$ cat src/rmsb_ram.sv
// generic single-write, single-read ram with registered read data
module rmsb_ram #(
   parameter int WIDTH = 8,
   parameter int DEPTH = 64,
   localparam int ADDR_W = (DEPTH > 1) ? $clog2(DEPTH) : 1
) (
   input  logic              clock,
   input  logic              wr_en,
   input  logic [ADDR_W-1:0] wr_addr,
   input  logic [WIDTH-1:0]  wr_data,
   input  logic [ADDR_W-1:0] rd_addr,
   output logic [WIDTH-1:0]  rd_data
);

   logic [WIDTH-1:0] mem [DEPTH];
   logic [WIDTH-1:0] rd_data_ff;

   always_ff @(posedge clock) begin
      if (wr_en) begin
         mem[wr_addr] <= wr_data;
      end
      rd_data_ff <= mem[rd_addr];
   end

   assign rd_data = rd_data_ff;

endmodule

$ cat config.mk
export PLATFORM = sky130hd
export DESIGN_NAME = rmsb_ram
export DESIGN_NICKNAME = d
export VERILOG_FILES = /design/src/rmsb_ram.sv
export SDC_FILE = /design/constraint.sdc
export NUM_CORES = 1
export LEC_CHECK = 0
export ABC_AREA = 1
export BUFFER_PORTS_ARGS = -buffer_cell sky130_fd_sc_hd__buf_2
export CORE_ASPECT_RATIO = 2
export CORE_UTILIZATION = 49
export CTS_CLUSTER_SIZE = 14
export DETAILED_ROUTE_END_ITERATION = 8
export PLACE_DENSITY = 0.69
export SYNTH_ARGS = -nofsm -noshare
export SYNTH_HDL_FRONTEND = slang
export SYNTH_SLANG_ARGS = --single-unit
$ cat constraint.sdc
create_clock -name clock -period 2.7 [get_ports clock]
set_input_delay 0.27 -clock clock [delete_from_list [all_inputs] [get_ports clock]]
set_output_delay 0.27 -clock clock [all_outputs]
set_load 0.01 [all_outputs]
# Word-level counts from Yosys, hierarchy flattened
# Memories as Yosys holds them, arrays and structs flattened. A register that Yosys moved wholly into a read port is not among the register bits.
# Index checks and enable logic that the tools add are counted.
# classes
muxes,2
# op_table
cell,count
two-way mux 1 bit,2
# word_totals
reg_bits,0
ram_bits,512
out_inout_bits,8
mem_count,1
# memory_table
name,words,word_bits,read_ports,rd_ports_with_merged_regs,write_ports,line_no,source
mem,64,8,1,1,1,15,logic [WIDTH-1:0] mem [DEPTH];

# Logic depth before layout (Yosys ltp)
# logic_depth
depth_word,2
mapped_depth,12
mapped_depth_nobuf,9

# Worst setup path before layout
# No wires, ideal clock.
# synth_path
path_kind,input port to flip-flop
from,in wr_en
to,mem mem[48][0] (enable)
setup_time_ns,0.395
arrival_ns,1.641
required_time_ns,2.305
setup_slack_ns,0.664
stages,3
path_buffers,1
cell_sequence,clkbuf_1 -> nand4_1 -> nor4_1
# synth_between
elab_chain_len,2
# synth_lines
element,line_no,source
from (decl),8,"input logic wr_en,"
two-way mux 1 bit,19,if (wr_en) begin
two-way mux 1 bit (implied by the code),20,mem[wr_addr] <= wr_data;
to (decl),15,
# Every way passes these cells.

==> out/metrics.cfg <==
[outcome]
outcome=finished clean

[route]
wl_um=52900
drt_iter0_markers=1327
ant_nets=0
vias=13900
drc=0
drt_first_pass_iters=7
wire_per_inst_um=21.7
vias_per_cell=5.68

[sta]
rsz0062_at_grt=no
period_share=0.543
hold_ws_ns=0.0593
max_freq_mhz=682
fin_tns_setup_ns=0
finalSetupViolCount=0
final_hold_viol_count=0
relSlewSlack=0.449
worstMarginPinSlew_ns=0.827
finalMaxSlewViolations=0
skew_ns=0.0200
period_minus_slack_ns=1.47

[power]
powerDensity_mw_per_mm2=675
ir_worst_vdd_uv=403
power_leakage_nw=8.52

[worst_setup_path]
start_kind=input port
critical_path_arrival_ns=1.97
worstSetupEndpointType=flip-flop
worstSetupPathType=in2reg
crit_fanout=54
rr_worst_depth=8
r2r_slack_ns=1.33
required_ns=3.20

[final_layout]
syn2layout_area_growth_pct=10.1
final-instance-count-excl-fill=2440
layout_commonest_cell=nand2_1
layout_common_cells=nand2_1 (648), edfxtp_1 (512), nand3_1 (439), buf_4 (87), nor2_1 (56)
nets=1886
fin_area_mm2=0.0235
num_antenna_cells=0
layout-drive-gt1-share=0.0934

[global_route]
grt_use_met2=0.418
grt_first_pass_wirelength_um=79900
grt.busiest_layer=met2
track_usage=0.243
grt_max_degree=139
grt_antenna_before_repair=1
use_met3=0.0248
grt_pass1_vias=13600
grt_overflow=0
use_met1=0.289

[yosys]
syn_area_per_cell_um2=11.8
ys_seq_area_frac=0.728
synthCells=1805
synth_xor_area_frac=0
syn-num-nets=1827
synth_warnings=0
synth_top_family_by_area=simple AND/OR/NAND/NOR gates
synthesis.area_mm2=0.0213
synthSimpleGateAreaFrac=0.232
muxShareOfSynthArea=0
yosys_register_bits=520
synth_compound_area_frac=0
synth-adder-area-share=0
ys_types=16

[place]
post-dp-hpwl_um=32200
placed_cells=2363
portBuffers=29
gp_congestion=0.899
placed_area_mm2=0.0222

[clock_tree]
holdBufCountCts=0
clk_latency_ns=0.56
cts_buffers=44
cts-htree-levels=2
ctsResizeCount=0
cts_tree=yes
cts_buffer_depth=3
postCtsSetupRepairBufs=0
clockRootBuffer=clkbuf_16
cts_sinks=520
cts.clk_slew.worst_paths_ns=0.07

[hold_path]
worst_hold_path_type=in2reg
whs_path_depth=3

[floorplan]
die_w_um=150
coreArea_mm2=0.0427
die_h_um=297
num_io_pins=30
row_count=107
start_util=0.500
dieArea_mm2=0.0444

[flow_run]
cap_viol_max_count=0

final timing paths:
kind | start | to
worst max-delay path | rd_addr[0] | rd_data[6]
worst min-delay path | rd_addr[5] | rd_data[7]
worst max register to register | mem[15][1] | rd_data[1]
worst min register to register | mem[36][7] | rd_data[7]
layer usage:
layer,share of wire,wire length [um]
met1,0.36,19100
met2,0.52,27300
met3,0.059,3130
met4,0.064,3400
met5,0.00015,8
power breakdown:
part / leakage, nW / switching (mW) / internal (mW) / total (mW)
clock: 0.601 / 2.71 / 3.11 / 5.81
combinational: 3.24 / 0.799 / 0.277 / 1.08
sequential: 4.67 / 0.0276 / 8.93 / 8.96
total: 8.52 / 3.53 / 12.3 / 15.8
area by class of cell:
| class | instances | area [um2] |
|---|---|---|
| Timing Repair Buffer | 126 | 1020 |
| Clock buffer | 74 | 1230 |
| Tap cell | 545 | 682 |
| Clock inverter | 3 | 18.8 |
| Inverter | 12 | 52.6 |
| Sequential cell | 520 | 15500 |
| Fill cell | 3470 | 19200 |
| Multi-Input combinational cell | 1160 | 4950 |
through the flow:
step / power [mW] / util / setup WS [ns]
2_1_floorplan: 9.76 / - / 0.664
3_3_place_gp: 10.2 / 0.521 / 0.725
3_5_place_dp: 10.2 / 0.521 / 0.692
4_1_cts: 15.9 / 0.550 / 1.27
5_1_grt: 16.3 / 0.550 / 1.12
6_report: 15.8 / 0.550 / 1.23
critical path, stage by stage:
cell     delay (ns)
buf_6          0.12
inv_6          0.34
buf_12         0.30
nand2_1        0.08
nand3_1        0.08
nand3_1        0.19
nand2_1        0.15
nand2_1        0.06
nand3_1        0.11
nand3_1        0.13
nand2_1        0.09
Yosys cell counts:
| master | number | area, um2 |
|---|---|---|
| nor2_1 | 56 | 210 |
| buf_6 | 35 | 394 |
| nor4_1 | 8 | 50.1 |
| inv_2 | 1 | 3.75 |
| edfxtp_1 | 512 | 15400 |
| buf_1 | 10 | 37.5 |
| nand2_1 | 648 | 2430 |
| dfxtp_1 | 8 | 160 |
| inv_1 | 10 | 37.5 |
| clkbuf_1 | 15 | 56.3 |
| buf_2 | 37 | 185 |
| nand4_1 | 9 | 56.3 |
| inv_6 | 1 | 8.76 |
| nand3_1 | 439 | 2200 |
| buf_4 | 14 | 105 |
| buf_8 | 2 | 30.0 |
state kept, by name (all words and copies together), names as in the netlist:
| name | cells |
|---|---|
| mem | 512 |
| rd_data | 8 |
cell families after synthesis:
kind of cell / after synthesis
DFF: 520
buffers and inverters: 125
and+or+nand+nor: 1160
No activity file was read; power rests on OpenSTA's default activity.
