File: config.mk
export PLATFORM = sky130hd
export DESIGN_NAME = rmsb_mul
export DESIGN_NICKNAME = d
export VERILOG_FILES = /design/src/rmsb_pkg.sv /design/src/rmsb_mul.sv
export SDC_FILE = /design/constraint.sdc
export NUM_CORES = 2
export LEC_CHECK = 0
export ABC_CLOCK_PERIOD_IN_PS = 22400
export BUFFER_PORTS_ARGS = -buffer_cell sky130_fd_sc_hd__buf_2
export CAP_MARGIN = 0
export CORE_MARGIN = 4
export CORE_UTILIZATION = 28
export CTS_CLUSTER_DIAMETER = 40
export DETAILED_ROUTE_END_ITERATION = 10
export MAX_ROUTING_LAYER = met4
export SKIP_LAST_GASP = 1
export SLEW_MARGIN = 20
export SYNTH_ARGS = -nofsm -noshare
export SYNTH_HDL_FRONTEND = slang
export SYNTH_SLANG_ARGS = --single-unit
File: constraint.sdc
create_clock -name clock -period 22.4 [get_ports clock]
set_input_delay 4.48 -clock clock [delete_from_list [all_inputs] [get_ports clock]]
set_output_delay 4.48 -clock clock [all_outputs]
set_load 0.01 [all_outputs]
File: src/rmsb_pkg.sv
// shared types, codes and saturation helpers for the rms-norm backward row core
package rmsb_pkg;

   localparam int CNT_W = 7;
   localparam int OUT_W = 32;
   localparam int IDX_W = 6;
   localparam int CSR_IDX_W = 2;
   localparam int CSR_DATA_W = 16;

   localparam logic [CSR_IDX_W-1:0] CSR_ROW_LENGTH = 2'd0;
   localparam logic [CSR_IDX_W-1:0] CSR_EPSILON = 2'd1;
   localparam logic [CSR_IDX_W-1:0] CSR_GAMMA_EN = 2'd2;

   localparam logic [CNT_W-1:0] ROW_LENGTH_RST = 7'd64;
   localparam logic [CSR_DATA_W-1:0] EPSILON_RST = 16'd168;

   localparam logic [1:0] SH_0 = 2'd0;
   localparam logic [1:0] SH_16 = 2'd1;
   localparam logic [1:0] SH_28 = 2'd2;
   localparam logic [1:0] SH_36 = 2'd3;

   localparam int INV_W = 29;
   localparam int SQRT_TOP = 56;
   localparam int SQRT_STEPS = 29;
   localparam int DIV_STEPS = 64;

   localparam logic signed [63:0] INT64_MAX = 64'sh7FFF_FFFF_FFFF_FFFF;

   typedef struct packed {
      logic              start;
      logic [1:0]        shift;
      logic signed [63:0] a;
      logic signed [31:0] b;
   } mul_req_type;

   typedef struct packed {
      logic              done;
      logic signed [63:0] result;
   } mul_rsp_type;

   typedef struct packed {
      logic        start;
      logic        sqrt;
      logic [63:0] num;
      logic [63:0] den;
   } ds_req_type;

   typedef struct packed {
      logic        done;
      logic [63:0] result;
   } ds_rsp_type;

   function automatic logic signed [63:0] add_sat64(input logic signed [63:0] a,
                                                    input logic signed [63:0] b);
      logic signed [64:0] s;
      s = 65'(a) + 65'(b);
      if (s > 65'(INT64_MAX)) return INT64_MAX;
      if (s < -65'(INT64_MAX)) return -INT64_MAX;
      return s[63:0];
   endfunction

   function automatic logic signed [31:0] sat32(input logic signed [64:0] v);
      if (v > 65'sd2147483647) return 32'sh7FFF_FFFF;
      if (v < -65'sd2147483648) return 32'sh8000_0000;
      return v[31:0];
   endfunction

endpackage

File: src/rmsb_mul.sv
// shared multi-cycle signed multiply with truncating shift and 64-bit saturation
module rmsb_mul import rmsb_pkg::*; (
   input  logic        clock,
   input  logic        reset,
   input  mul_req_type req,
   output mul_rsp_type rsp
);

   localparam logic [2:0] ST_IDLE = 3'd0;
   localparam logic [2:0] ST_LO = 3'd1;
   localparam logic [2:0] ST_HI = 3'd2;
   localparam logic [2:0] ST_SUM = 3'd3;
   localparam logic [2:0] ST_OUT = 3'd4;

   logic [2:0]         step_ff;
   logic               done_ff;
   logic [63:0]        a_mag_ff;
   logic [31:0]        b_mag_ff;
   logic               neg_ff;
   logic [1:0]         sh_ff;
   logic [63:0]        prod_ff;
   logic [95:0]        acc_ff;
   logic signed [63:0] res_ff;

   logic [31:0] op_a;
   logic [63:0] mult;
   logic [5:0]  shamt;
   logic [95:0] shifted;
   logic [63:0] mag;

   assign op_a = (step_ff == ST_LO) ? a_mag_ff[31:0] : a_mag_ff[63:32];
   assign mult = 64'(op_a) * 64'(b_mag_ff);

   always_comb begin
      case (sh_ff)
         SH_16:   shamt = 6'd16;
         SH_28:   shamt = 6'd28;
         SH_36:   shamt = 6'd36;
         default: shamt = 6'd0;
      endcase
   end

   assign shifted = acc_ff >> shamt;
   assign mag = (shifted[95:63] != '0) ? 64'(INT64_MAX) : shifted[63:0];

   always_ff @(posedge clock) begin
      if (reset) begin
         step_ff <= ST_IDLE;
         done_ff <= 1'b0;
      end else begin
         done_ff <= 1'b0;
         unique case (step_ff)
            ST_IDLE: begin
               if (req.start) step_ff <= ST_LO;
            end
            ST_LO:  step_ff <= ST_HI;
            ST_HI:  step_ff <= ST_SUM;
            ST_SUM: step_ff <= ST_OUT;
            ST_OUT: begin
               done_ff <= 1'b1;
               step_ff <= ST_IDLE;
            end
            default: step_ff <= ST_IDLE;
         endcase
      end
   end

   always_ff @(posedge clock) begin
      if (step_ff == ST_IDLE && req.start) begin
         a_mag_ff <= req.a[63] ? 64'(-req.a) : 64'(req.a);
         b_mag_ff <= req.b[31] ? 32'(-req.b) : 32'(req.b);
         neg_ff   <= req.a[63] ^ req.b[31];
         sh_ff    <= req.shift;
      end
      if (step_ff == ST_LO) begin
         prod_ff <= mult;
      end
      if (step_ff == ST_HI) begin
         acc_ff  <= {32'd0, prod_ff};
         prod_ff <= mult;
      end
      if (step_ff == ST_SUM) begin
         acc_ff <= acc_ff + {prod_ff, 32'd0};
      end
      if (step_ff == ST_OUT) begin
         res_ff <= neg_ff ? -signed'(mag) : signed'(mag);
      end
   end

   assign rsp.done = done_ff;
   assign rsp.result = res_ff;

   assert property (@(posedge clock) disable iff (reset)
      done_ff |-> $past(step_ff) == ST_OUT)
      else $error("multiply done without finishing its steps");

endmodule

[Word-level counts from Yosys, hierarchy flattened]
Index checks and enable logic that the tools add are counted.
Storage, ports and cells
  register bits after elaboration: 327
  input bits: 101
  output and inout port bits: 65
  logic and storage cells: 44
Operators by class
  $add $sub $neg: 4
  multiply operators: 1
  equality and inequality tests: 8
  shift operators: 1
  muxes and demuxes: 13
  bitwise logic cells: 1
  reduce and logical (&&, ||, !) cells: 5
Operator list (count)
  two-way mux 64 bit: 4
  two-way mux 96 bit: 2
  negator 64 bit: 2
  adder 96 bit: 1
  >> shifter 96 x 6 -> 96 bit: 1
  multiplier 32 x 32 -> 64 bit: 1
  two-way mux 63 bit: 1
  nonzero test 33 bit: 1
  two-way mux 32 bit: 1
  negator 32 bit: 1
  two-way mux 31 bit: 1
  case mux 6 bit (3 select lines): 1
  case mux 3 bit (4 select lines): 1
  == test 3 x 2 -> 1 bit (second input constant): 2
  == test 2 bit (second input constant): 2
  nonzero test 2 bit: 2
  == test 3 x 1 -> 1 bit (second input constant): 1
  == test 3 bit (second input constant): 1
  zero test 3 bit: 1
  two-way mux 3 bit: 1
  == test 2 x 1 -> 1 bit (second input constant): 1
  != test 2 bit (second input constant): 1
  logical AND 1 bit: 1
  two-way mux 1 bit: 1
  XOR 1 bit: 1

[Depth between registers and ports, before layout]
  word-level depth: 7
  mapped depth: 33
  gate-level depth less buffers: 29

[Worst setup path after synthesis]
Ideal clock, no wire load.
  kind: input -> register
  from: in req[98] (netlist bit)
  to: reg a_mag_ff[0] (enable)
  setup time: 0.834 ns
  data arrival time: 14.448 ns
  data required time: 21.566 ns
  slack: 7.118 ns
  stages: 1
  path buffers: 0
  path through: nor4b_1
Between the ends
  longest elaborated chain between the ends: 1
RTL lines
  start, declared: RTL line rmsb_mul.sv:5  | input mul_req_type req,
  logical AND 1 bit: RTL line rmsb_mul.sv:69  | if (step_ff == ST_IDLE && req.start) begin
  end signal, assigned: RTL line rmsb_mul.sv:70  | a_mag_ff <= req.a[63] ? 64'(-req.a) : 64'(req.a);
  end, declared: RTL line rmsb_mul.sv:17  | logic [63:0] a_mag_ff;
No other way between the ends.
A chain may end at the register's enable or synchronous reset.

[Final worst setup path]
  from: reg step_ff[0]
  to: reg prod_ff[60], data pin
Between the ends
  longest elaborated chain between the ends: 5
  elaborated cells between the ends (all ways): 6
  classes of those cells: 1 x mul; 2 x eq/ne; 3 x mux
RTL lines
  start, declared: RTL line rmsb_mul.sv:15  | logic [2:0] step_ff;
  start signal, assigned: RTL line rmsb_mul.sv:48  | step_ff <= ST_IDLE;
  start signal, assigned: RTL line rmsb_mul.sv:54  | if (req.start) step_ff <= ST_LO;
  start signal, assigned: RTL line rmsb_mul.sv:56  | ST_LO: step_ff <= ST_HI;
  == test 3 x 1 -> 1 bit (*): RTL line rmsb_mul.sv:31  | assign op_a = (step_ff == ST_LO) ? a_mag_ff[31:0] : a_mag_ff[63:32];
  two-way mux 32 bit (*): RTL line rmsb_mul.sv:31
  multiplier 32 x 32 -> 64 bit (*): RTL line rmsb_mul.sv:32  | assign mult = 64'(op_a) * 64'(b_mag_ff);
  named net mult[60]: RTL line rmsb_mul.sv:26  | logic [63:0] mult;
  two-way mux 64 bit: RTL line rmsb_mul.sv:75  | if (step_ff == ST_LO) begin
  two-way mux 64 bit (*): RTL line rmsb_mul.sv:78  | if (step_ff == ST_HI) begin
  end signal, assigned: RTL line rmsb_mul.sv:76  | prod_ff <= mult;
  end signal, assigned: RTL line rmsb_mul.sv:80  | prod_ff <= mult;
  end, declared: RTL line rmsb_mul.sv:21  | logic [63:0] prod_ff;
The timed path passes the listed nets; every way through them passes the cells marked *. The select of a mux whose other input is x is not followed.

==> results.yml <==
run_status:
  status: "completed"
floorplan:
  die_h_um: 453
  rows: 163
  io-pin-count: 166
  core_um2: 197000
  die-area_um2: 205000
  initial_core_util_pct: 28.1
  die_w_um: 453
finish:
  drive_gt1_share_pct: 8.14
  nFillCells: 20543
  design_area_um2: 60100
  num_antenna_cells: 0
  fin_nets: 7022
  synthToLayoutAreaGrowth_pct: 8.42
  multiInputGateArea_um2: 41000
  seq_area_um2: 9780
clock_tree:
  cts_max_level: 2
  postCtsResizedCells: 0
  cts_setup_buffers: 0
  tritoncts: "built"
  clock_sinks: 327
  clk_pin_slew_ps: 60
  cts_root_buf: "clkbuf_16"
  insertion_delay_ps: 610
  cts_buffer_depth: 3
  numCtsBuffers: 41
  hold_buffers: 0
place:
  io_buffers: 165
  placed_area_um2: 58700
  hpwl_mm: 125
  gp_congestion: 0.939
timing:
  min_period_over_period_pct: 45.0
  finalHoldViolCount: 0
  clock_skew_ps: 34.8
  maxSlewViolCount: 0
  layout_min_cycle_time_ps: 10070
  relSlewSlack_pct: 29.4
  tightest_slew_ps: 1060
  fmax_mhz: 99.3
  fin_tns_setup_ps: 0
  rsz0062_at_grt: "no"
  setup_violations: 0
detailed_routing:
  postRouteAntennaNets: 0
  wirelength_mm: 165
  wl_per_cell_um: 19.7
  drc: 0
  dr.pass1.iters: 8
  initialDrtViolationCount: 3332
  vias_per_cell: 4.92
  vias: 41185
yosys:
  synth_edf_count: 323
  synthArstFlopShare_pct: 0
  synthTopCellsByArea: "fa_1 (32%), edfxtp_1 (17%), ha_1 (7.5%), and2_1 (7.4%), inv_1 (6.0%)"
  synth_seq_cells: 327
  netlist_instances: 5752
  yosys.area.top_type: "fa_1"
  synthesis.area_um2: 55400
  synth_top_cell_area_share_pct: 32.4
  syn_nets: 7081
  synth.distinct_cells: 95
  yosysSeqAreaShare_pct: 17.6
  ys_warn_count: 0
  synth_ff_type: "edfxtp_1"
  synth.avg_cell_area_um2: 9.64
setup_path:
  critical_path_class: "flip-flop to flip-flop"
  crit_arrival_ps: 10420
  endpoint_kind: "flip-flop"
  required_ps: 22750
  crit_path_start_kind: "flip-flop"
  crit_fanout: 33
hold_path:
  hold_class: "flip-flop to flip-flop"
global_route:
  grt_first_pass_wirelength_mm: 258
  grt_max_degree: 108
  grt_usage_pct: 16.4
  grt_pass1_vias: 43255
  grt_remaining_overflow: 0
  antenna_found_initial: 2
flow_run:
  drv_cap: 0
==> state kept, by name, summed over array words and instances (netlist names) <==
name	cells
a_mag_ff	64
acc_ff	96
b_mag_ff	32
done_ff	1
neg_ff	1
prod_ff	64
res_ff	64
sh_ff	2
step_ff	3
==> synthesized netlist by cell type, drive strengths merged (6+ instances only) <==
master / n
and4: 7
a211o: 9
a2111oi: 8
mux4: 49
or3: 30
or2: 14
xor2: 71
and2: 655
o31ai: 57
mux2i: 69
nand4: 41
o21bai: 21
inv: 890
o211a: 7
nor4: 21
a211oi: 21
nor2: 161
xnor2: 192
and3: 15
ha: 331
nand2: 673
o41ai: 17
a31o: 10
mux2: 61
clkbuf: 280
o21ai: 201
edfxtp: 323
o211ai: 20
nand2b: 41
fa: 897
nand3: 61
buf: 48
nor3: 42
nor4b: 6
nor2b: 27
a31oi: 19
a21oi: 157
or4: 12
o21a: 29
a21o: 75
==> path summary, 6_finish.rpt <==
path,startpoint,end,slack [ps],depth (start not counted)
setup / recovery,step_ff[0],prod_ff[60],12330,26
hold reg to reg,prod_ff[5],acc_ff[5],590,1
hold / removal,prod_ff[5],acc_ff[5],590,1
setup reg to reg,step_ff[0],prod_ff[60],12330,26
==> critical path, stage by stage, from the launching register on <==
cell and delay (ps):
dfxtp_1 570, nor3b_2 230, buf_4 440, mux2_2 720, and2_1 330, fa_1 550, inv_1 60, fa_1 500
fa_1 580, fa_1 530, inv_1 50, fa_1 550, fa_1 440, fa_1 440, fa_1 440, ha_1 390
a21o_1 210, a21o_1 190, a2111oi_0 390, o21ai_0 210, a221o_1 320, a31o_2 250, a31oi_1 380, o21bai_1 180
a31oi_1 380, o21ai_0 200, xor2_1 190
==> per-layer routing <==
layer	vias up	share of wire, %	global-route usage (%)
met4	0	2.6	3.70
met5	-	0	-
li1	18362	-	-
met1	20937	45	22.9
met2	1623	44	25.2
met3	263	7.5	2.41
==> placed cells by master, fill, tap and decap left out, types with 161 or more instances in the layout <==
master    instances
buf_2           165
o21ai_0         197
edfxtp_1        323
inv_1           888
nor2_1          161
xnor2_1         192
and2_1          654
fa_1            897
nand2_1         670
ha_1            329
==> metrics by stage <==
step	hold slack (ps)	instances	util, %	setup WS (ps)
after floorplan	528	5752	-	7120
after global placement	578	8290	29.8	12390
after detailed placement	587	8290	29.8	12360
after CTS	591	8366	30.5	12320
after global routing	608	8366	30.5	11870
final	592	8366	30.5	12330
==> kinds of logic after synthesis <==
kind of cell / count (synthesis) / share of synthesized area (%)
buffers and inverters: 1218 / 8.53
AOI/OAI and AO/OA: 715 / 8.48
and+or+nand+nor: 1822 / 16.9
muxes: 179 / 4.48
DFF: 327 / 17.6
xor gates and xnor gates: 263 / 4.16
adders and majority gates: 1228 / 39.9
==> cell type report <==
type / count / area share [%]
multi-input cells: 4207 / 68.2
flip-flops and latches: 327 / 16.3
inverters: 890 / 5.56
well taps: 2640 / 5.50
repair buffers: 226 / 2.14
clock buffers: 45 / 1.77
clock inverters: 31 / 0.554
Power is left out: the tool's default activity adds up to more than one toggle a clock period on the data nets, which glitch-free logic cannot reach.
