--- src/rmsb_pkg.sv ---
// shared types, codes and saturation helpers for the rms-norm backward row core
package rmsb_pkg;

   localparam int CNT_W = 7;
   localparam int OUT_W = 32;
   localparam int IDX_W = 6;
   localparam int CSR_IDX_W = 2;
   localparam int CSR_DATA_W = 16;

   localparam logic [CSR_IDX_W-1:0] CSR_ROW_LENGTH = 2'd0;
   localparam logic [CSR_IDX_W-1:0] CSR_EPSILON = 2'd1;
   localparam logic [CSR_IDX_W-1:0] CSR_GAMMA_EN = 2'd2;

   localparam logic [CNT_W-1:0] ROW_LENGTH_RST = 7'd64;
   localparam logic [CSR_DATA_W-1:0] EPSILON_RST = 16'd168;

   localparam logic [1:0] SH_0 = 2'd0;
   localparam logic [1:0] SH_16 = 2'd1;
   localparam logic [1:0] SH_28 = 2'd2;
   localparam logic [1:0] SH_36 = 2'd3;

   localparam int INV_W = 29;
   localparam int SQRT_TOP = 56;
   localparam int SQRT_STEPS = 29;
   localparam int DIV_STEPS = 64;

   localparam logic signed [63:0] INT64_MAX = 64'sh7FFF_FFFF_FFFF_FFFF;

   typedef struct packed {
      logic              start;
      logic [1:0]        shift;
      logic signed [63:0] a;
      logic signed [31:0] b;
   } mul_req_type;

   typedef struct packed {
      logic              done;
      logic signed [63:0] result;
   } mul_rsp_type;

   typedef struct packed {
      logic        start;
      logic        sqrt;
      logic [63:0] num;
      logic [63:0] den;
   } ds_req_type;

   typedef struct packed {
      logic        done;
      logic [63:0] result;
   } ds_rsp_type;

   function automatic logic signed [63:0] add_sat64(input logic signed [63:0] a,
                                                    input logic signed [63:0] b);
      logic signed [64:0] s;
      s = 65'(a) + 65'(b);
      if (s > 65'(INT64_MAX)) return INT64_MAX;
      if (s < -65'(INT64_MAX)) return -INT64_MAX;
      return s[63:0];
   endfunction

   function automatic logic signed [31:0] sat32(input logic signed [64:0] v);
      if (v > 65'sd2147483647) return 32'sh7FFF_FFFF;
      if (v < -65'sd2147483648) return 32'sh8000_0000;
      return v[31:0];
   endfunction

endpackage

--- src/rmsb_divsqrt.sv ---
// shared bit-serial unsigned divider and integer square root
module rmsb_divsqrt import rmsb_pkg::*; (
   input  logic       clock,
   input  logic       reset,
   input  ds_req_type req,
   output ds_rsp_type rsp
);

   logic        busy_ff;
   logic        done_ff;
   logic        sqrt_ff;
   logic [6:0]  cnt_ff;
   logic [63:0] num_ff;
   logic [63:0] den_ff;
   logic [64:0] rem_ff;
   logic [63:0] q_ff;

   logic [64:0] rem_sh;
   logic        div_ge;
   logic [63:0] trial;
   logic        sq_ge;
   logic [6:0]  last_cnt;

   assign rem_sh = {rem_ff[63:0], num_ff[63]};
   assign div_ge = rem_sh >= {1'b0, den_ff};
   assign trial = q_ff + den_ff;
   assign sq_ge = num_ff >= trial;
   assign last_cnt = sqrt_ff ? 7'(SQRT_STEPS - 1) : 7'(DIV_STEPS - 1);

   always_ff @(posedge clock) begin
      if (reset) begin
         busy_ff <= 1'b0;
         done_ff <= 1'b0;
      end else begin
         done_ff <= 1'b0;
         if (!busy_ff) begin
            if (req.start) busy_ff <= 1'b1;
         end else if (cnt_ff == last_cnt) begin
            busy_ff <= 1'b0;
            done_ff <= 1'b1;
         end
      end
   end

   always_ff @(posedge clock) begin
      if (!busy_ff) begin
         if (req.start) begin
            sqrt_ff <= req.sqrt;
            cnt_ff  <= '0;
            num_ff  <= req.num;
            den_ff  <= req.sqrt ? (64'd1 << SQRT_TOP) : req.den;
            rem_ff  <= '0;
            q_ff    <= '0;
         end
      end else begin
         cnt_ff <= cnt_ff + 7'd1;
         if (sqrt_ff) begin
            if (sq_ge) begin
               num_ff <= num_ff - trial;
               q_ff   <= (q_ff >> 1) + den_ff;
            end else begin
               q_ff <= q_ff >> 1;
            end
            den_ff <= den_ff >> 2;
         end else begin
            num_ff <= num_ff << 1;
            rem_ff <= div_ge ? (rem_sh - {1'b0, den_ff}) : rem_sh;
            q_ff   <= {q_ff[62:0], div_ge};
         end
      end
   end

   assign rsp.done = done_ff;
   assign rsp.result = q_ff;

   assert property (@(posedge clock) disable iff (reset)
      done_ff |-> !busy_ff)
      else $error("divider done while still busy");

endmodule

--- config.mk ---
export PLATFORM = sky130hd
export DESIGN_NAME = rmsb_divsqrt
export DESIGN_NICKNAME = d
export VERILOG_FILES = /design/src/rmsb_pkg.sv /design/src/rmsb_divsqrt.sv
export SDC_FILE = /design/constraint.sdc
export NUM_CORES = 1
export LEC_CHECK = 0
export BUFFER_PORTS_ARGS = -buffer_cell sky130_fd_sc_hd__buf_2
export CAP_MARGIN = 20
export CORE_ASPECT_RATIO = 1.75
export CORE_UTILIZATION = 63
export DETAILED_ROUTE_END_ITERATION = 6
export MAX_ROUTING_LAYER = met4
export PLACE_DENSITY_LB_ADDON = 0.2
export SKIP_CTS_REPAIR_TIMING = 1
export SYNTH_ARGS = -nofsm -noshare
export SYNTH_HDL_FRONTEND = slang
export SYNTH_SLANG_ARGS = --single-unit
--- constraint.sdc ---
create_clock -name clock -period 9.7 [get_ports clock]
set_input_delay 1.455 -clock clock [delete_from_list [all_inputs] [get_ports clock]]
set_output_delay 1.455 -clock clock [all_outputs]
set_load 0.01 [all_outputs]
# Word level (Yosys, flattened, before mapping)
# Index checks and enable logic that the tools add are counted.
[totals]
ff_bits = 266
out_inout_bits = 65
inputBits = 132
[classes]
n_mux = 23
bitwise = 1
n_reduce_logical = 6
order_cmp = 2
add_sub_neg = 5
n_eq_ne = 4
[ops]
columns = ["cell", "n"]
rows = [
  ["$mux W64", 16],
  ["$sub A64 B64 Y64", 2],
  ["$ge A65 B64 Y1", 1],
  ["$add A63 B64 Y64", 1],
  ["$add A64 B64 Y64", 1],
  ["$ge A64 B64 Y1", 1],
  ["$mux W7", 2],
  ["$reduce_and A2 Y1", 4],
  ["$add A7 B1 Y7 const B", 1],
  ["$eq A7 B6 Y1", 1],
  ["$mux W6", 1],
  ["$mux W1", 4],
  ["$ne A3 B2 Y1 const B", 1],
  ["$ne A2 B1 Y1 const B", 1],
  ["$ne A2 B2 Y1 const B", 1],
  ["$reduce_bool A2 Y1", 1],
  ["$reduce_or A2 Y1", 1],
  ["$not A1 Y1", 1],
]

# Depth between registers and ports, before layout
[depth]
depth_word = 5
mapped_depth = 25
ltp_nobuf = 23

# Worst setup path after synthesis
# Ideal clock, no wire load.
[synth_timing]
kind = "register to register"
from = "reg sqrt_ff"
to = "reg num_ff[0], enable pin"
arrival_time_ns = 6.914
required_time_ns = 9.280
path_stages_with_launch = 6
path_buffers = 3
setup_time_ns = 0.420
slack_ns = 2.365
synth_period_minus_slack_ns = 7.335
cell_sequence = "edfxtp_1 clkbuf_1 clkbuf_1 clkbuf_1 o21ai_0 a21o_1"
[synth_between]
elab_chain_len = 2
[synth_rtl]
columns = ["element", "line", "text"]
rows = [
  ["start: declaration", "rmsb_divsqrt.sv:11", "logic sqrt_ff;"],
  ["start signal: assignment", "rmsb_divsqrt.sv:48", "sqrt_ff <= req.sqrt;"],
  ["$ne A3 B2 Y1 (no line)", "n/a", ""],
  ["$reduce_and A2 Y1 (no line)", "n/a", ""],
  ["end signal: assignment", "rmsb_divsqrt.sv:50", "num_ff <= req.num;"],
  ["end signal: assignment", "rmsb_divsqrt.sv:59", "num_ff <= num_ff - trial;"],
  ["end signal: assignment", "rmsb_divsqrt.sv:66", "num_ff <= num_ff << 1;"],
  ["end: declaration", "rmsb_divsqrt.sv:13", "logic [63:0] num_ff;"],
]
# No other way between the ends.
# A chain may end at the register's enable or synchronous reset.

# Worst setup path after layout
[layout_timing]
from = "reg q_ff[2]"
to = "reg q_ff[19], data pin"
[layout_between]
elab_chain_len = 5
word_cells_on_any_way = 6
classes_between = "add/sub: 2; order compare: 1; mux: 3"
[layout_rtl]
columns = ["element", "line", "text"]
rows = [
  ["start: declaration", "rmsb_divsqrt.sv:16", "logic [63:0] q_ff;"],
  ["start signal: assignment", "rmsb_divsqrt.sv:60", "q_ff <= (q_ff >> 1) + den_ff;"],
  ["start signal: assignment", "rmsb_divsqrt.sv:62", "q_ff <= q_ff >> 1;"],
  ["start signal: assignment", "rmsb_divsqrt.sv:68", "q_ff <= {q_ff[62:0], div_ge};"],
  ["$add A64 B64 Y64", "rmsb_divsqrt.sv:26", "assign trial = q_ff + den_ff;"],
  ["$ge A64 B64 Y1", "rmsb_divsqrt.sv:27", "assign sq_ge = num_ff >= trial;"],
  ["$mux W64 (*)", "rmsb_divsqrt.sv:58", "if (sq_ge) begin"],
  ["$mux W64 (*)", "rmsb_divsqrt.sv:57", "if (sqrt_ff) begin"],
  ["$mux W64 (*)", "rmsb_divsqrt.sv:46", "if (!busy_ff) begin"],
]
# Every way passes the cells marked *; elsewhere a longest branch is shown, timed or not.

==> flow_metrics.py <==
metrics = {
    "timing": {
        "clock_skew_ns": 0.0282,
        "slew_violations": 0,
        "fmax_mhz": 141,
        "final-hold-violation-count": 0,
        "rsz0062_at_grt": "false",
        "worst_slew_pin_slew_ns": 1.22,
        "final.setup.worst_slack_ns": 2.63,
        "finalCriticalPeriod_ns": 7.07,
        "period_share": 0.729,
        "tns_ns": 0,
        "slew_headroom": 0.180,
        "finalSetupViolCount": 0,
    },
    "min_path": {
        "min_path_type": "register to register",
        "hp-start": "rem_ff[59]",
    },
    "logic_synthesis": {
        "synth_compound_area_frac": 0.274,
        "syn_avg_cell_area_sq_um": 8.22,
        "synth_top_cell_area_share": 0.283,
        "synthTopCellsByCount": "a21oi_1 (364), nor2_1 (310), nand2_1 (286), o21ai_0 (284), edfxtp_1 (264)",
        "ys.flop_type": "edfxtp_1",
        "synth_top_family_by_area": "compound AO/OA/AOI/OAI gates",
        "ys_seq_area_frac": 0.285,
        "ys_ff_latch": 266,
        "synth-simple-area-share": 0.165,
        "synthMuxAreaShare": 0.0422,
        "netlist_instances": 3402,
        "ys_warn_count": 0,
        "synth_edf_count": 264,
        "synthAdderAreaFrac": 0.117,
        "syn-cell-area_sq_um": 28000,
        "synth_area_leaders": "edfxtp_1 (28%), ha_1 (11%), a21oi_1 (6.5%), o21ai_0 (5.1%), mux2i_1 (4.2%)",
        "synth_nets": 3793,
        "synth.distinct_cells": 81,
        "yosysMostFrequentCell": "a21oi_1",
        "synthXorXnorAreaFrac": 0.0698,
        "synth_largest_area_cell": "edfxtp_1",
        "async_flop_share": 0,
    },
    "setup_path": {
        "reg2reg_from": "q_ff[2]",
        "crit_fanout": 58,
        "cp.required_ns": 9.99,
        "cp-start-kind": "register",
        "critPathCaptureType": "register",
        "arrival_ns": 7.36,
        "crit_start": "q_ff[2]",
        "critPathKind": "register to register",
    },
    "power_and_ir_drop": {
        "ir_drop_uv": 272,
        "finalPower_mw": 9.00,
        "p_clk_frac": 0.139,
        "power_switching_mw": 4.46,
        "comb_power_share": 0.652,
        "cellPowerDensity_nw_per_um2": 298,
        "switching_share": 0.496,
        "p_leak_nw": 12.9,
        "sequentialPowerShare": 0.209,
        "intPower_mw": 4.54,
    },
    "place": {
        "dpl_worst_slack_ns": 2.90,
        "gp_congestion": 1.09,
        "post-dp-hpwl_microns": 74100,
        "numPortBuffers": 196,
        "placedInstanceArea_sq_um": 29100,
    },
    "global_route": {
        "track_usage": 0.429,
        "antenna_found_initial": 0,
        "grt_max_degree": 168,
        "overflow": 0,
        "grt_pass1_vias": 27400,
        "grt_first_pass_wirelength_microns": 148000,
    },
    "route": {
        "detail_route.wl_per_cell_microns": 24.1,
        "drt-initial-drc-count": 3047,
        "top_layer_used": "met4",
        "dr.pass1.iters": 6,
        "post_drt_via_cell_ratio": 6.96,
        "wl_met1_microns": 35300,
        "wl_met3_microns": 8120,
        "route.detailed.drc": 0,
        "dr_wl_met2_microns": 46500,
        "drt_wl_total_microns": 97500,
        "vias": 28200,
        "detail-route-antenna-nets": 0,
    },
    "cells_and_area": {
        "final_util": 0.691,
        "syn_to_final_growth_pct": 7.80,
        "fin_area_sq_um": 30100,
        "fin_nets": 3853,
        "antenna_cells": 0,
        "filler_cell_count": 3577,
        "drive_gt1_frac": 0.0890,
    },
    "die": {
        "die_x_microns": 161,
        "start_util": 0.641,
        "die_y_microns": 281,
        "io_pins": 197,
        "rows": 101,
        "dieArea_sq_um": 45300,
        "core_area_sq_um": 43600,
    },
    "clock_tree": {
        "cts-root-buf": "clkbuf_16",
        "clk_latency_ns": 0.61,
        "numCtsBuffers": 29,
        "htreeDepth": 1,
        "clk_pin_slew_worst_paths_ns": 0.07,
        "clockBufferDepth": 3,
        "cts_tree": "built",
        "clock_sinks": 266,
    },
    "job": {
        "timing.max_cap.violations": 0,
    },
    "run_status": {
        "outcome": "complete, no violations",
    },
}
-- flip-flops by register name, summed over array words and instances, names as in the netlist --
register / flops
busy_ff: 1
rem_ff: 64
num_ff: 64
done_ff: 1
den_ff: 64
q_ff: 64
cnt_ff: 7
sqrt_ff: 1
-- worst paths after layout --
kind                     end  slack (ns)  depth (start not counted)
setup / recovery    q_ff[19]        2.63                         20
hold / removal    rem_ff[60]        0.57                          1
setup reg to reg    q_ff[19]        2.63                         20
hold reg to reg   rem_ff[60]        0.57                          1
-- metrics by stage --
step                hold WS, ns  instances
finish                    0.571       4051
global route              0.596       4051
CTS                       0.574       4051
detailed placement        0.558       3997
global placement          0.550       3997
floorplan                 0.532       3402
-- routing by layer --
layer,vias up,track usage
met5,-,-
met1,13300,0.483
met4,0,0.283
met2,1684,0.716
met3,391,0.0493
li1,12800,-
-- power groups by stage --
stage	Combinational (mW)	Clock (mW)	Sequential, mW
floorplan	4.26	0	1.80
global route	6.31	1.28	1.90
finish	5.86	1.25	1.88
global placement	5.57	0	1.88
CTS	5.71	1.25	1.87
detailed placement	5.66	0	1.89
-- critical path, stage by stage, from the launching register on --
cell and delay, ns:
edfxtp_1 0.48, ha_1 0.40, a21oi_1 0.10, o21ai_0 0.35
nand4_1 0.25, a21oi_1 0.25, o21ai_0 0.22, a211oi_1 0.54
a41oi_1 0.33, o41ai_1 0.65, mux2i_1 0.13, or3_1 0.38
ha_1 0.40, nand4_1 0.18, nor2_1 0.11, nor4b_1 0.34
nand2b_1 0.16, o21ai_4 0.26, buf_4 0.74, mux2i_1 0.33
a211oi_1 0.10
-- area by class of cell --
cell class / count / area, sq um / share of cell area
inverter: 145 / 549 / 0.0182
timing repair buffer: 221 / 1180 / 0.0392
clock buffer: 30 / 729 / 0.0242
multi-input combinational: 2799 / 18700 / 0.621
clock inverter: 24 / 284 / 0.00942
sequential: 266 / 7970 / 0.264
tap: 566 / 708 / 0.0235
-- cell usage in the layout, fill, tap and decap left out, drive strengths merged, types with 11 or more instances in the layout --
| cell type | netlist | routed |
|---|---|---|
| a211oi | 67 | 67 |
| a21boi | 13 | 13 |
| a21o | 148 | 148 |
| a21oi | 366 | 366 |
| a221o | 11 | 11 |
| a22oi | 14 | 14 |
| a31oi | 41 | 41 |
| a41oi | 15 | 15 |
| and2 | 27 | 27 |
| and3 | 27 | 27 |
| buf | 31 | 221 |
| clkbuf | 161 | 30 |
| clkinv | 0 | 14 |
| edfxtp | 264 | 264 |
| ha | 255 | 255 |
| inv | 145 | 146 |
| mux2i | 118 | 118 |
| nand2 | 286 | 286 |
| nand2b | 25 | 25 |
| nand3 | 87 | 87 |
| nand4 | 84 | 84 |
| nor2 | 311 | 311 |
| nor2b | 26 | 26 |
| nor3 | 47 | 47 |
| nor4 | 21 | 21 |
| o2111ai | 11 | 11 |
| o211ai | 22 | 22 |
| o21a | 40 | 40 |
| o21ai | 288 | 288 |
| o21bai | 46 | 46 |
| o22ai | 12 | 12 |
| o2bb2ai | 11 | 11 |
| o31ai | 23 | 23 |
| or3 | 13 | 13 |
| xnor2 | 132 | 132 |
| xor2 | 91 | 91 |
-- logic make-up after synthesis --
kind of cell    Yosys count
compound gates         1207
simple gates            992
buf+inv                 337
flops                   266
fa+ha+maj               259
xor+xnor                223
mux                     118
No activity file was read; power rests on OpenSTA's default activity.
